$ cat src/sv/tet_pkg.sv
package tet_pkg;

  // event types
  localparam logic [15:0] EV_SYN = 16'h0000;
  localparam logic [15:0] EV_KEY = 16'h0001;
  localparam logic [15:0] EV_REL = 16'h0002;
  localparam logic [15:0] EV_ABS = 16'h0003;

  // event codes
  localparam logic [15:0] SYNC_FRAME       = 16'h0000;
  localparam logic [15:0] SYNC_CONTACT     = 16'h0002;
  localparam logic [15:0] REL_Z            = 16'h0002;
  localparam logic [15:0] ABS_X            = 16'h0000;
  localparam logic [15:0] ABS_Y            = 16'h0001;
  localparam logic [15:0] ABS_MT_PACKED    = 16'h002a;
  localparam logic [15:0] ABS_MT_MAJOR     = 16'h0030;
  localparam logic [15:0] ABS_MT_MINOR     = 16'h0031;
  localparam logic [15:0] ABS_MT_WMAJOR    = 16'h0032;
  localparam logic [15:0] ABS_MT_WMINOR    = 16'h0033;
  localparam logic [15:0] ABS_MT_POS_X     = 16'h0035;
  localparam logic [15:0] ABS_MT_POS_Y     = 16'h0036;
  localparam logic [15:0] ABS_MT_TRACK_ID  = 16'h0039;
  localparam logic [15:0] ABS_MT_FORCE     = 16'h003a;
  localparam logic [15:0] CODE_RELEASE     = 16'h0000;
  localparam logic [15:0] CODE_TOUCH       = 16'h0001;

  // value constants
  localparam logic [31:0] PACK_X_MASK      = 32'h7FFF0000;
  localparam logic [31:0] RELEASE_SENTINEL = 32'h80000000;
  localparam logic [31:0] POS_NONE         = 32'hFFFFFFFF;

  // register indexes
  localparam logic [2:0] REG_SCREEN_W  = 3'd0;
  localparam logic [2:0] REG_SCREEN_H  = 3'd1;
  localparam logic [2:0] REG_SINGLE_XL = 3'd2;
  localparam logic [2:0] REG_SINGLE_YL = 3'd3;
  localparam logic [2:0] REG_MULTI_XL  = 3'd4;
  localparam logic [2:0] REG_MULTI_YL  = 3'd5;
  localparam logic [2:0] REG_KEY_COUNT = 3'd6;

  // scaling divider widths
  localparam int DIV_NUM_W = 50;
  localparam int DIV_DEN_W = 17;
  localparam int DIV_MAG_W = 49;
  localparam int DIV_REM_W = 16;
  localparam int DIV_CNT_W = 6;

  typedef struct packed {
    logic [15:0] scan;
    logic [15:0] cx;
    logic [15:0] cy;
    logic [15:0] w;
    logic [15:0] h;
  } key_entry_t;

  typedef struct packed {
    logic busy;
    logic done;
  } div_status_t;

  typedef enum logic [3:0] {
    S_IDLE,
    S_DECODE,
    S_EVAL,
    S_MUL,
    S_DIVGO,
    S_DIVWAIT,
    S_POST,
    S_RD,
    S_CHK,
    S_FINAL,
    S_EMIT
  } state_t;

endpackage

$ cat src/sv/tet_if.sv
interface tet_event_if;
  logic               valid;
  logic               ready;
  logic               cmd;
  logic [15:0]        ev_type;
  logic [15:0]        ev_code;
  logic signed [31:0] ev_value;
  logic [3:0]         key_index;
  logic [15:0]        key_scancode;
  logic [15:0]        key_center_x;
  logic [15:0]        key_center_y;
  logic [15:0]        key_width;
  logic [15:0]        key_height;

  modport source (
    output valid, cmd, ev_type, ev_code, ev_value, key_index, key_scancode,
           key_center_x, key_center_y, key_width, key_height,
    input  ready
  );
  modport sink (
    input  valid, cmd, ev_type, ev_code, ev_value, key_index, key_scancode,
           key_center_x, key_center_y, key_width, key_height,
    output ready
  );
endinterface

interface tet_result_if;
  logic               valid;
  logic               ready;
  logic [15:0]        out_type;
  logic [15:0]        out_code;
  logic signed [31:0] out_value;
  logic               haptic_pulse;

  modport source (
    output valid, out_type, out_code, out_value, haptic_pulse,
    input  ready
  );
  modport sink (
    input  valid, out_type, out_code, out_value, haptic_pulse,
    output ready
  );
endinterface

$ cat src/sv/touch_event_translator.sv
// Touch event translator.
// The events channel takes raw input events (type, code, value) or, with cmd
// set, a write of one virtual key table entry. The results channel gives at
// most one event per input: touch (sent again as the contact moves), release,
// a virtual key press with a haptic pulse or its release, or the forwarded
// event. Screen size, axis limits and the key count are set over the APB
// port; the user must write them only while the block is idle, which the
// block itself does not enforce. One item is in work at a time. A report
// that needs scaling runs one multiply and one 49-step serial divide per
// axis; on a first touch it then reads the key table entries from the table
// memory one by one until one is hit. Unscaled reports skip the divider.
// A finished result sits in the output register; the next item is accepted
// while it waits. If the receiver stalls and a second result is ready, the
// block holds it and takes no new item until the output register frees.
// Reset clears all tracking state and the configuration to its defaults and
// leaves the key table contents as they are; entries must be written before
// key_count covers them.
module touch_event_translator #(
  parameter int MAX_KEYS = 16
) (
  input  logic                clk,
  input  logic                rst,
  tet_event_if.sink           events,
  tet_result_if.source        results,
  input  logic                psel,
  input  logic                penable,
  input  logic                pwrite,
  input  logic [4:0]          paddr,
  input  logic [31:0]         pwdata,
  output logic [31:0]         prdata,
  output logic                pready
);

  localparam int IDX_W = (MAX_KEYS > 1) ? $clog2(MAX_KEYS) : 1;
  localparam int CNT_W = $clog2(MAX_KEYS + 1);

  // configuration registers
  logic [15:0] scr_w;
  logic [15:0] scr_h;
  logic [31:0] s_xl;
  logic [31:0] s_yl;
  logic [31:0] m_xl;
  logic [31:0] m_yl;
  logic [4:0]  key_count;
  logic [2:0]  reg_idx;
  logic        cfg_wr;

  assign pready  = 1'b1;
  assign reg_idx = paddr[4:2];
  assign cfg_wr  = psel && penable && pwrite;

  always_ff @(posedge clk) begin
    if (rst) begin
      scr_w     <= 16'd1080;
      scr_h     <= 16'd1920;
      s_xl      <= '0;
      s_yl      <= '0;
      m_xl      <= '0;
      m_yl      <= '0;
      key_count <= '0;
    end else if (cfg_wr) begin
      case (reg_idx)
        tet_pkg::REG_SCREEN_W:  scr_w     <= pwdata[15:0];
        tet_pkg::REG_SCREEN_H:  scr_h     <= pwdata[15:0];
        tet_pkg::REG_SINGLE_XL: s_xl      <= pwdata;
        tet_pkg::REG_SINGLE_YL: s_yl      <= pwdata;
        tet_pkg::REG_MULTI_XL:  m_xl      <= pwdata;
        tet_pkg::REG_MULTI_YL:  m_yl      <= pwdata;
        tet_pkg::REG_KEY_COUNT: key_count <= pwdata[4:0];
        default: ;
      endcase
    end
  end

  // register read back
  always_comb begin
    case (reg_idx)
      tet_pkg::REG_SCREEN_W:  prdata = {16'b0, scr_w};
      tet_pkg::REG_SCREEN_H:  prdata = {16'b0, scr_h};
      tet_pkg::REG_SINGLE_XL: prdata = s_xl;
      tet_pkg::REG_SINGLE_YL: prdata = s_yl;
      tet_pkg::REG_MULTI_XL:  prdata = m_xl;
      tet_pkg::REG_MULTI_YL:  prdata = m_yl;
      tet_pkg::REG_KEY_COUNT: prdata = {27'b0, key_count};
      default:                prdata = '0;
    endcase
  end

  // state
  tet_pkg::state_t state, state_next;
  logic [31:0] spx, spx_next, spy, spy_next;
  logic [1:0]  ssb, ssb_next;
  logic [31:0] mpx, mpx_next, mpy, mpy_next;
  logic [1:0]  msb, msb_next;
  logic [31:0] down_x, down_x_next, down_y, down_y_next;
  logic        discard, discard_next;
  logic [15:0] last_key, last_key_next;
  logic        lws, lws_next;
  logic [1:0]  rp, rp_next;
  logic        trm, trm_next;
  logic        dis, dis_next;

  // captured item
  logic        it_cmd;
  logic [15:0] it_type;
  logic [15:0] it_code;
  logic [31:0] it_val;
  logic [3:0]  it_kidx;
  tet_pkg::key_entry_t it_entry;

  // scaling work registers
  logic [31:0] src_px, src_px_next, src_py, src_py_next;
  logic [31:0] src_xl, src_xl_next, src_yl, src_yl_next;
  logic        axis, axis_next;
  logic signed [49:0] prod, prod_next;
  logic [31:0] res_x, res_x_next, res_y, res_y_next;
  logic [CNT_W-1:0] scan_idx, scan_idx_next, scan_n, scan_n_next;

  // pending result
  logic [15:0] pend_type, pend_type_next, pend_code, pend_code_next;
  logic [31:0] pend_val, pend_val_next;
  logic        pend_pulse, pend_pulse_next;

  // output register
  logic        out_valid, out_valid_next;
  logic        out_load;

  // key table memory
  tet_pkg::key_entry_t key_mem [MAX_KEYS];
  tet_pkg::key_entry_t rd_q;
  logic             mem_wr;
  logic [IDX_W-1:0] wr_addr;
  logic [IDX_W-1:0] rd_addr;

  // divider
  logic                 div_start;
  logic signed [16:0]   div_den;
  tet_pkg::div_status_t div_st;
  logic [31:0]          div_quo;

  // datapath helpers
  logic [31:0]        pos_sel;
  logic [31:0]        lim_sel;
  logic [15:0]        size_sel;
  logic signed [32:0] mul_a;
  logic signed [16:0] mul_b;
  logic               lim_eq;
  logic               rel_cond;
  logic signed [33:0] dx, dy;
  logic [33:0]        ax, ay;
  logic               hit;
  logic [CNT_W-1:0]   idx_inc;
  logic [CNT_W-1:0]   n_clamp;

  assign events.ready = (state == tet_pkg::S_IDLE);

  // item capture
  always_ff @(posedge clk) begin
    if (events.valid && events.ready) begin
      it_cmd        <= events.cmd;
      it_type       <= events.ev_type;
      it_code       <= events.ev_code;
      it_val        <= events.ev_value;
      it_kidx       <= events.key_index;
      it_entry.scan <= events.key_scancode;
      it_entry.cx   <= events.key_center_x;
      it_entry.cy   <= events.key_center_y;
      it_entry.w    <= events.key_width;
      it_entry.h    <= events.key_height;
    end
  end

  // key table: one write port, one registered read port
  assign wr_addr = IDX_W'(it_kidx);
  assign rd_addr = scan_idx[IDX_W-1:0];
  assign mem_wr  = (state == tet_pkg::S_DECODE) && it_cmd && (32'(it_kidx) < MAX_KEYS);

  always_ff @(posedge clk) begin
    if (mem_wr) begin
      key_mem[wr_addr] <= it_entry;
    end
    rd_q <= key_mem[rd_addr];
  end

  // scaling operands for the current axis
  assign pos_sel  = axis ? src_py : src_px;
  assign lim_sel  = axis ? src_yl : src_xl;
  assign size_sel = axis ? scr_h : scr_w;
  assign mul_a    = $signed({pos_sel[31], pos_sel}) -
                    $signed({{17{lim_sel[15]}}, lim_sel[15:0]});
  assign mul_b    = $signed({1'b0, size_sel}) - 17'sd1;
  assign div_den  = $signed({lim_sel[31], lim_sel[31:16]}) -
                    $signed({lim_sel[15], lim_sel[15:0]});

  tet_div u_div (
    .clk    (clk),
    .rst    (rst),
    .start  (div_start),
    .num    (prod),
    .den    (div_den),
    .status (div_st),
    .quo    (div_quo)
  );

  // virtual key hit test against the entry just read
  assign dx  = $signed({18'b0, rd_q.cx}) - $signed({{2{res_x[31]}}, res_x});
  assign dy  = $signed({18'b0, rd_q.cy}) - $signed({{2{res_y[31]}}, res_y});
  assign ax  = dx[33] ? 34'(-dx) : 34'(dx);
  assign ay  = dy[33] ? 34'(-dy) : 34'(dy);
  assign hit = (ax < 34'(rd_q.w[15:1])) && (ay < 34'(rd_q.h[15:1]));
  assign idx_inc = scan_idx + 1'b1;
  assign n_clamp = (32'(key_count) < MAX_KEYS) ? CNT_W'(key_count) : CNT_W'(MAX_KEYS);

  assign rel_cond = ((lws || rp == 2'd1) && !trm) || (trm && rp == 2'd2);
  // equal limits on the source that the report will use
  assign lim_eq   = (ssb != 2'b00) ?
                    ((s_xl[15:0] == s_xl[31:16]) || (s_yl[15:0] == s_yl[31:16])) :
                    ((m_xl[15:0] == m_xl[31:16]) || (m_yl[15:0] == m_yl[31:16]));

  // next state and datapath updates
  always_comb begin
    state_next      = state;
    spx_next        = spx;
    spy_next        = spy;
    ssb_next        = ssb;
    mpx_next        = mpx;
    mpy_next        = mpy;
    msb_next        = msb;
    down_x_next     = down_x;
    down_y_next     = down_y;
    discard_next    = discard;
    last_key_next   = last_key;
    lws_next        = lws;
    rp_next         = rp;
    trm_next        = trm;
    dis_next        = dis;
    src_px_next     = src_px;
    src_py_next     = src_py;
    src_xl_next     = src_xl;
    src_yl_next     = src_yl;
    axis_next       = axis;
    prod_next       = prod;
    res_x_next      = res_x;
    res_y_next      = res_y;
    scan_idx_next   = scan_idx;
    scan_n_next     = scan_n;
    pend_type_next  = pend_type;
    pend_code_next  = pend_code;
    pend_val_next   = pend_val;
    pend_pulse_next = pend_pulse;
    div_start       = 1'b0;
    out_load        = 1'b0;

    case (state)
      tet_pkg::S_IDLE: begin
        if (events.valid) begin
          state_next = tet_pkg::S_DECODE;
        end
      end

      // classify the event and latch positions
      tet_pkg::S_DECODE: begin
        pend_type_next  = it_type;
        pend_code_next  = it_code;
        pend_val_next   = it_val;
        pend_pulse_next = 1'b0;
        state_next      = tet_pkg::S_IDLE;
        if (it_cmd || dis) begin
          state_next = tet_pkg::S_IDLE;
        end else if (it_type == tet_pkg::EV_REL && it_code == tet_pkg::REL_Z) begin
          dis_next = 1'b1;
        end else if (it_type == tet_pkg::EV_KEY) begin
          state_next = tet_pkg::S_EMIT;
        end else if (it_type == tet_pkg::EV_ABS) begin
          lws_next = 1'b0;
          case (it_code)
            tet_pkg::ABS_X: begin
              ssb_next = ssb | 2'b01;
              spx_next = it_val;
            end
            tet_pkg::ABS_Y: begin
              ssb_next = ssb | 2'b10;
              spy_next = it_val;
            end
            tet_pkg::ABS_MT_PACKED: begin
              msb_next   = 2'b11;
              state_next = tet_pkg::S_EVAL;
              if (it_val == tet_pkg::RELEASE_SENTINEL) begin
                mpx_next = '0;
                mpy_next = '0;
                lws_next = 1'b1;
              end else begin
                mpx_next = (it_val & tet_pkg::PACK_X_MASK) >> 16;
                mpy_next = {16'b0, it_val[15:0]};
              end
            end
            tet_pkg::ABS_MT_MAJOR, tet_pkg::ABS_MT_FORCE: begin
              if (it_val == '0) begin
                mpx_next = '0;
                mpy_next = '0;
                rp_next  = 2'd1;
              end
            end
            tet_pkg::ABS_MT_POS_X: begin
              msb_next = msb | 2'b01;
              mpx_next = it_val;
            end
            tet_pkg::ABS_MT_POS_Y: begin
              msb_next = msb | 2'b10;
              mpy_next = it_val;
            end
            tet_pkg::ABS_MT_MINOR, tet_pkg::ABS_MT_WMAJOR, tet_pkg::ABS_MT_WMINOR: ;
            tet_pkg::ABS_MT_TRACK_ID: begin
              if (it_val[31]) begin
                mpx_next = '0;
                mpy_next = '0;
                rp_next  = 2'd2;
                trm_next = 1'b1;
              end
            end
            default: begin
              // unknown absolute code keeps the sync flag
              lws_next = lws;
            end
          endcase
        end else if (it_code != tet_pkg::ABS_MT_PACKED &&
                     (it_type != tet_pkg::EV_SYN ||
                      (it_code != tet_pkg::SYNC_FRAME && it_code != tet_pkg::SYNC_CONTACT))) begin
          lws_next   = 1'b0;
          state_next = tet_pkg::S_EMIT;
        end else if (it_code == tet_pkg::SYNC_CONTACT) begin
          state_next = tet_pkg::S_EMIT;
        end else begin
          state_next = tet_pkg::S_EVAL;
        end
      end

      // release check, then pick a position source
      tet_pkg::S_EVAL: begin
        state_next = tet_pkg::S_IDLE;
        if (rel_cond) begin
          rp_next     = 2'd0;
          down_x_next = tet_pkg::POS_NONE;
          down_y_next = tet_pkg::POS_NONE;
          pend_pulse_next = 1'b0;
          if (discard) begin
            discard_next   = 1'b0;
            pend_type_next = tet_pkg::EV_KEY;
            pend_code_next = last_key;
            pend_val_next  = '0;
          end else begin
            pend_type_next = tet_pkg::EV_ABS;
            pend_code_next = tet_pkg::CODE_RELEASE;
            pend_val_next  = {down_x[15:0], 16'b0} | down_y;
          end
          state_next = tet_pkg::S_EMIT;
        end else begin
          lws_next = 1'b1;
          if (ssb != 2'b00 || msb != 2'b00) begin
            if (ssb != 2'b00) begin
              src_px_next = spx;
              src_py_next = spy;
              src_xl_next = s_xl;
              src_yl_next = s_yl;
            end else begin
              src_px_next = mpx;
              src_py_next = mpy;
              src_xl_next = m_xl;
              src_yl_next = m_yl;
            end
            ssb_next  = 2'b00;
            msb_next  = 2'b00;
            axis_next = 1'b0;
            if (lim_eq) begin
              res_x_next = src_px_next;
              res_y_next = src_py_next;
              state_next = tet_pkg::S_POST;
            end else begin
              state_next = tet_pkg::S_MUL;
            end
          end
        end
      end

      tet_pkg::S_MUL: begin
        prod_next  = mul_a * mul_b;
        state_next = tet_pkg::S_DIVGO;
      end

      tet_pkg::S_DIVGO: begin
        div_start  = 1'b1;
        state_next = tet_pkg::S_DIVWAIT;
      end

      tet_pkg::S_DIVWAIT: begin
        if (div_st.done) begin
          if (axis) begin
            res_y_next = div_quo;
            state_next = tet_pkg::S_POST;
          end else begin
            res_x_next = div_quo;
            axis_next  = 1'b1;
            state_next = tet_pkg::S_MUL;
          end
        end
      end

      // drop absent positions, start the key search on first touch
      tet_pkg::S_POST: begin
        if (res_x == tet_pkg::POS_NONE || res_y == tet_pkg::POS_NONE ||
            (res_x == '0 && res_y == '0)) begin
          state_next = tet_pkg::S_IDLE;
        end else if (down_x == tet_pkg::POS_NONE && n_clamp != '0) begin
          scan_idx_next = '0;
          scan_n_next   = n_clamp;
          state_next    = tet_pkg::S_RD;
        end else begin
          state_next = tet_pkg::S_FINAL;
        end
      end

      tet_pkg::S_RD: begin
        state_next = tet_pkg::S_CHK;
      end

      tet_pkg::S_CHK: begin
        if (hit) begin
          last_key_next   = rd_q.scan;
          discard_next    = 1'b1;
          down_x_next     = '0;
          pend_type_next  = tet_pkg::EV_KEY;
          pend_code_next  = rd_q.scan;
          pend_val_next   = 32'd1;
          pend_pulse_next = 1'b1;
          state_next      = tet_pkg::S_EMIT;
        end else begin
          scan_idx_next = idx_inc;
          state_next    = (idx_inc == scan_n) ? tet_pkg::S_FINAL : tet_pkg::S_RD;
        end
      end

      tet_pkg::S_FINAL: begin
        if (discard) begin
          state_next = tet_pkg::S_IDLE;
        end else begin
          down_x_next     = res_x;
          down_y_next     = res_y;
          pend_type_next  = tet_pkg::EV_ABS;
          pend_code_next  = tet_pkg::CODE_TOUCH;
          pend_val_next   = {res_x[15:0], 16'b0} | res_y;
          pend_pulse_next = 1'b0;
          state_next      = tet_pkg::S_EMIT;
        end
      end

      // wait for a free output register
      tet_pkg::S_EMIT: begin
        if (!out_valid || results.ready) begin
          out_load   = 1'b1;
          state_next = tet_pkg::S_IDLE;
        end
      end

      default: state_next = tet_pkg::S_IDLE;
    endcase
  end

  // output register handshake
  always_comb begin
    out_valid_next = out_valid;
    if (results.ready) begin
      out_valid_next = 1'b0;
    end
    if (out_load) begin
      out_valid_next = 1'b1;
    end
  end

  always_ff @(posedge clk) begin
    if (rst) begin
      state     <= tet_pkg::S_IDLE;
      spx       <= '0;
      spy       <= '0;
      ssb       <= '0;
      mpx       <= '0;
      mpy       <= '0;
      msb       <= '0;
      down_x    <= tet_pkg::POS_NONE;
      down_y    <= tet_pkg::POS_NONE;
      discard   <= 1'b0;
      last_key  <= '0;
      lws       <= 1'b0;
      rp        <= '0;
      trm       <= 1'b0;
      dis       <= 1'b0;
      out_valid <= 1'b0;
    end else begin
      state     <= state_next;
      spx       <= spx_next;
      spy       <= spy_next;
      ssb       <= ssb_next;
      mpx       <= mpx_next;
      mpy       <= mpy_next;
      msb       <= msb_next;
      down_x    <= down_x_next;
      down_y    <= down_y_next;
      discard   <= discard_next;
      last_key  <= last_key_next;
      lws       <= lws_next;
      rp        <= rp_next;
      trm       <= trm_next;
      dis       <= dis_next;
      out_valid <= out_valid_next;
    end
  end

  // payload registers
  always_ff @(posedge clk) begin
    src_px     <= src_px_next;
    src_py     <= src_py_next;
    src_xl     <= src_xl_next;
    src_yl     <= src_yl_next;
    axis       <= axis_next;
    prod       <= prod_next;
    res_x      <= res_x_next;
    res_y      <= res_y_next;
    scan_idx   <= scan_idx_next;
    scan_n     <= scan_n_next;
    pend_type  <= pend_type_next;
    pend_code  <= pend_code_next;
    pend_val   <= pend_val_next;
    pend_pulse <= pend_pulse_next;
    if (out_load) begin
      results.out_type     <= pend_type;
      results.out_code     <= pend_code;
      results.out_value    <= pend_val;
      results.haptic_pulse <= pend_pulse;
    end
  end

  assign results.valid = out_valid;

endmodule

$ cat src/sv/tet_div.sv
module tet_div (
  input  logic                                  clk,
  input  logic                                  rst,
  input  logic                                  start,
  input  logic signed [tet_pkg::DIV_NUM_W-1:0]  num,
  input  logic signed [tet_pkg::DIV_DEN_W-1:0]  den,
  output tet_pkg::div_status_t                  status,
  output logic [31:0]                           quo
);

  logic [tet_pkg::DIV_MAG_W-1:0] mag;
  logic [tet_pkg::DIV_REM_W-1:0] dmag;
  logic [tet_pkg::DIV_REM_W-1:0] rem;
  logic [tet_pkg::DIV_CNT_W-1:0] cnt;
  logic                          neg;
  logic                          busy;
  logic                          done;

  logic [tet_pkg::DIV_REM_W:0]   shifted;
  logic                          qbit;
  logic [tet_pkg::DIV_MAG_W-1:0] quo_signed;

  // one restoring step per cycle
  assign shifted = {rem, mag[tet_pkg::DIV_MAG_W-1]};
  assign qbit    = shifted >= {1'b0, dmag};

  always_ff @(posedge clk) begin
    if (rst) begin
      busy <= 1'b0;
      done <= 1'b0;
    end else begin
      done <= 1'b0;
      if (start) begin
        busy <= 1'b1;
        cnt  <= tet_pkg::DIV_CNT_W'(tet_pkg::DIV_MAG_W);
        rem  <= '0;
        neg  <= num[tet_pkg::DIV_NUM_W-1] ^ den[tet_pkg::DIV_DEN_W-1];
        mag  <= num[tet_pkg::DIV_NUM_W-1] ? tet_pkg::DIV_MAG_W'(-num)
                                          : tet_pkg::DIV_MAG_W'(num);
        dmag <= den[tet_pkg::DIV_DEN_W-1] ? tet_pkg::DIV_REM_W'(-den)
                                          : tet_pkg::DIV_REM_W'(den);
      end else if (busy) begin
        rem <= qbit ? tet_pkg::DIV_REM_W'(shifted - {1'b0, dmag})
                    : tet_pkg::DIV_REM_W'(shifted);
        mag <= {mag[tet_pkg::DIV_MAG_W-2:0], qbit};
        cnt <= cnt - 1'b1;
        if (cnt == tet_pkg::DIV_CNT_W'(1)) begin
          busy <= 1'b0;
          done <= 1'b1;
        end
      end
    end
  end

  // sign fix, truncation toward zero
  assign quo_signed = neg ? -mag : mag;
  assign quo        = quo_signed[31:0];
  assign status     = '{busy: busy, done: done};

endmodule

$ cat src/flat_wrapper.sv
// flat-port wrapper written by rule: the top's interface ports become plain ports
module touch_event_translator_flat 
#(
  parameter int MAX_KEYS = 16
)
  (clk, rst, psel, penable, pwrite, paddr, pwdata, prdata, pready, events_valid, events_cmd, events_ev_type, events_ev_code, events_ev_value, events_key_index, events_key_scancode, events_key_center_x, events_key_center_y, events_key_width, events_key_height, events_ready, results_valid, results_out_type, results_out_code, results_out_value, results_haptic_pulse, results_ready);
  tet_event_if events_i ();
  tet_result_if results_i ();
  input  logic clk;
  input  logic rst;
  input  logic psel;
  input  logic penable;
  input  logic pwrite;
  input  logic [4:0] paddr;
  input  logic [31:0] pwdata;
  output logic [31:0] prdata;
  output logic pready;
  input wire logic [$bits(events_i.valid)-1:0] events_valid;
  input wire logic [$bits(events_i.cmd)-1:0] events_cmd;
  input wire logic [$bits(events_i.ev_type)-1:0] events_ev_type;
  input wire logic [$bits(events_i.ev_code)-1:0] events_ev_code;
  input wire logic [$bits(events_i.ev_value)-1:0] events_ev_value;
  input wire logic [$bits(events_i.key_index)-1:0] events_key_index;
  input wire logic [$bits(events_i.key_scancode)-1:0] events_key_scancode;
  input wire logic [$bits(events_i.key_center_x)-1:0] events_key_center_x;
  input wire logic [$bits(events_i.key_center_y)-1:0] events_key_center_y;
  input wire logic [$bits(events_i.key_width)-1:0] events_key_width;
  input wire logic [$bits(events_i.key_height)-1:0] events_key_height;
  output wire logic [$bits(events_i.ready)-1:0] events_ready;
  output wire logic [$bits(results_i.valid)-1:0] results_valid;
  output wire logic [$bits(results_i.out_type)-1:0] results_out_type;
  output wire logic [$bits(results_i.out_code)-1:0] results_out_code;
  output wire logic [$bits(results_i.out_value)-1:0] results_out_value;
  output wire logic [$bits(results_i.haptic_pulse)-1:0] results_haptic_pulse;
  input wire logic [$bits(results_i.ready)-1:0] results_ready;
  assign events_i.valid = events_valid;
  assign events_i.cmd = events_cmd;
  assign events_i.ev_type = events_ev_type;
  assign events_i.ev_code = events_ev_code;
  assign events_i.ev_value = events_ev_value;
  assign events_i.key_index = events_key_index;
  assign events_i.key_scancode = events_key_scancode;
  assign events_i.key_center_x = events_key_center_x;
  assign events_i.key_center_y = events_key_center_y;
  assign events_i.key_width = events_key_width;
  assign events_i.key_height = events_key_height;
  assign events_ready = events_i.ready;
  assign results_valid = results_i.valid;
  assign results_out_type = results_i.out_type;
  assign results_out_code = results_i.out_code;
  assign results_out_value = results_i.out_value;
  assign results_haptic_pulse = results_i.haptic_pulse;
  assign results_i.ready = results_ready;
  touch_event_translator #(.MAX_KEYS(MAX_KEYS)) u_core (.clk(clk), .rst(rst), .events(events_i), .results(results_i), .psel(psel), .penable(penable), .pwrite(pwrite), .paddr(paddr), .pwdata(pwdata), .prdata(prdata), .pready(pready));
endmodule
$ cat config.mk
export PLATFORM = sky130hd
export DESIGN_NAME = touch_event_translator_flat
export DESIGN_NICKNAME = d
export VERILOG_FILES = /design/src/sv/tet_pkg.sv /design/src/sv/tet_if.sv /design/src/sv/touch_event_translator.sv /design/src/sv/tet_div.sv /design/src/flat_wrapper.sv
export SDC_FILE = /design/constraint.sdc
export NUM_CORES = 2
export LEC_CHECK = 0
export ABC_CLOCK_PERIOD_IN_PS = 36900
export BUFFER_PORTS_ARGS = -buffer_cell sky130_fd_sc_hd__buf_2
export CAP_MARGIN = 20
export CORE_ASPECT_RATIO = 1.4
export CORE_MARGIN = 2
export CORE_UTILIZATION = 50
export CTS_BUF_LIST = sky130_fd_sc_hd__clkbuf_4 sky130_fd_sc_hd__clkbuf_8 sky130_fd_sc_hd__clkbuf_16
export DETAILED_ROUTE_END_ITERATION = 10
export HOLD_SLACK_MARGIN = 0.08
export PLACE_DENSITY = 0.66
export SLEW_MARGIN = 20
export SYNTH_ARGS = -nofsm -noshare
export SYNTH_HDL_FRONTEND = slang
export SYNTH_SLANG_ARGS = --single-unit
$ cat constraint.sdc
create_clock -name clk -period 36.9 [get_ports clk]
set_input_delay 7.38 -clock clk [delete_from_list [all_inputs] [get_ports clk]]
set_output_delay 7.38 -clock clk [all_outputs]
set_load 0.05 [all_outputs]
==> reports/metrics.cfg <==
[timing]
tns_ns = 0
fin_crit_ns = 17.59
report.final.hold_viol_count = 0
slew_headroom_pct = 18.0
finClkSkew_ns = 0.118
setup_viol = 0
hold_ws_ns = 0.415
rsz0062_at_grt = false
worst_slew_pin_slew_ns = 1.23
fin_crit_sh_pct = 47.7
drv_slew = 0
setup_ws_ns = 19.31
fmax_mhz = 56.9

[worst_setup_path]
reg2reg_slack_ns = 23.44
reg2reg_from = u_core.axis
worstPathRequired_ns = 29.52
critPathMaxFanout = 40
end_kind = primary output
startpoint_type = input pin
r2r-end = u_core.prod[49]
reg2regPathDepth = 36
crit_start = paddr[2]
cp.arrival_ns = 10.21
critPathKind = in -> out

[cells_and_area]
nFillCells = 19100
drive_gt1_share_pct = 16.9
nNetsFinal = 10200
syn2layout_area_growth_pct = 11.0
finalInstanceArea_mm2 = 0.131

[drt]
routed_wirelength_um = 332000
wire_per_inst_um = 26.5
drc = 0
vias = 75400
viasPerCell = 6.02
first_pass_iters = 8
drt-initial-drc-count = 7487
antenna_left = 0

[synth]
synth_edf_count = 1866
syn-cell-area_mm2 = 0.118
synth_most_common_cell = edfxtp_1
synth_nets = 10000
async_flop_share_pct = 0
avgSynthCellArea_um2 = 13.1
yosysTopAreaCell = edfxtp_1
yosysWarnings = 0
netlist_instances = 9019
synth_seq_cells = 2334
synth-seq-area-share_pct = 55.3
yosys-top-cells-area = edfxtp_1 (47%), fa_1 (9.2%), dfxtp_1 (7.9%)
synth_common_cells = edfxtp_1 (1866), nand2_1 (1031), inv_1 (724), nor2_1 (590), fa_1 (541)
synth_cell_types = 98
synth_flop_cell = edfxtp_1
netlist.area_leader.share_pct = 47.4

[placement]
preCtsSetupSlack_ns = 19.45
dpl_cell_area_mm2 = 0.124
hpwl_um = 229000
io_buffer_count = 287
routabilityCongestion = 0.943

[clocking]
cts_setup_buffers = 0
numCtsBuffers = 221
clock-sinks = 2334
cts_resized = 0
clkTransAtPathRegs_ns = 0.07
cts_hold_buf = 0
htreeDepth = 4
insertion_delay_ns = 0.91
cts_tree = built
clockRootBuffer = clkbuf_16
cts_buffer_depth = 4

[die]
initial_core_util_pct = 50.2
core_area_mm2 = 0.235
placementRows = 211
die_area_mm2 = 0.240
die-width_um = 415
io_pins = 293
die_y_um = 579

[hold_path]
min_to = u_core.results.out_value[4]
worstHoldStart = u_core.pend_val[4]
hold_class = reg -> reg
whs_path_depth = 0

[global_route]
grt.total_usage_pct = 27.4
grt_pass1_vias = 76900
grt_pass1_wl_um = 491000
grt_overflow = 0
antenna_found_initial = 26
grt_max_degree = 160

[run]
cap_violations = 0

[power]
peakVddDrop_uv = 53.5
p_leak_nw = 48.7
power_density_mw_per_mm2 = 55.6

[outcome]
run_status = finished, final reports clean

-- layer usage --
metal / track usage [%] / wire length [um] / up-vias
li1: - / - / 32900
met1: 32.6 / 122000 / 38400
met2: 48.5 / 170000 / 3189
met3: 3.84 / 21500 / 839
met4: 14.0 / 19200 / 12
met5: 0 / 71 / -
-- state kept, by name, indices dropped and copies added (netlist names), 49 cells and up --
name	count
u_core.u_div.mag	49
u_core.it_entry	78
u_core.rd_q	78
u_core.prod	50
u_core.key_mem	1248
-- cell families after synthesis --
kind of cell    after synthesis  share of synthesized area (%)
compound gates             1271                           6.97
xor+xnor                    382                           2.83
fa+ha+maj                   791                           11.8
buf+inv                    1161                           3.75
flops                      2334                           55.3
mux                         683                           10.2
other cells                   1                        0.00317
simple gates               2396                           9.15
-- stage by stage --
step / power [mW] / utilization [%] / cells
6_report: 7.30 / 55.7 / 12500
2_1_floorplan: 4.46 / - / 9019
3_3_place_gp: 4.94 / 52.4 / 12100
3_5_place_dp: 4.97 / 52.5 / 12100
5_1_grt: 7.58 / 55.7 / 12500
4_1_cts: 7.33 / 55.7 / 12500
-- how the worst max path moves through the flow --
stage | slack, ns | endpoint | cells past startpoint
after floorplan | 20.19 | prdata[11] | 5
after global placement | 19.48 | prdata[17] | 7
after detailed placement | 19.45 | prdata[17] | 7
after CTS | 19.44 | prdata[17] | 7
after global routing | 19.19 | prdata[16] | 7
final | 19.31 | prdata[17] | 7
-- cell usage in the layout (no fill, tap or decap), drive strengths merged, types with 67 or more instances in the layout --
cell,Yosys,routed
a21oi,448,448
buf,66,441
clkbuf,370,292
clkinv,1,69
dfxtp,468,468
edfxtp,1866,1866
fa,541,541
ha,250,250
inv,724,736
mux2,187,187
mux2i,100,100
mux4,396,396
nand2,1032,1032
nand3,113,113
nor2,590,590
nor2b,67,67
nor3,138,138
nor4,71,71
o21ai,249,249
xnor2,233,233
xor2,149,149
-- power breakdown --
| group | internal, mW | switching [mW] |
|---|---|---|
| logic | 0.592 | 0.958 |
| clock network | 1.36 | 1.00 |
| registers | 3.20 | 0.188 |
-- final cells by class --
cell class | instances | area, um2 | area share, %
flip-flops and latches | 2334 | 65400 | 49.8
multi-input cells | 5524 | 48900 | 37.3
diodes | 15 | 37.5 | 0.0286
clock inverters | 116 | 1310 | 0.995
well taps | 3088 | 3860 | 2.94
repair buffers | 441 | 2660 | 2.03
inverters | 725 | 2720 | 2.08
clock buffers | 292 | 6270 | 4.78
-- worst max-delay path: stages --
cell and delay, ns:
buf_2 0.08, buf_4 0.42, nor2b_1 0.54, and2_1 0.93
a22oi_1 0.22, nand2_1 0.27, buf_2 0.32
(Power assumes the default switching activity.)
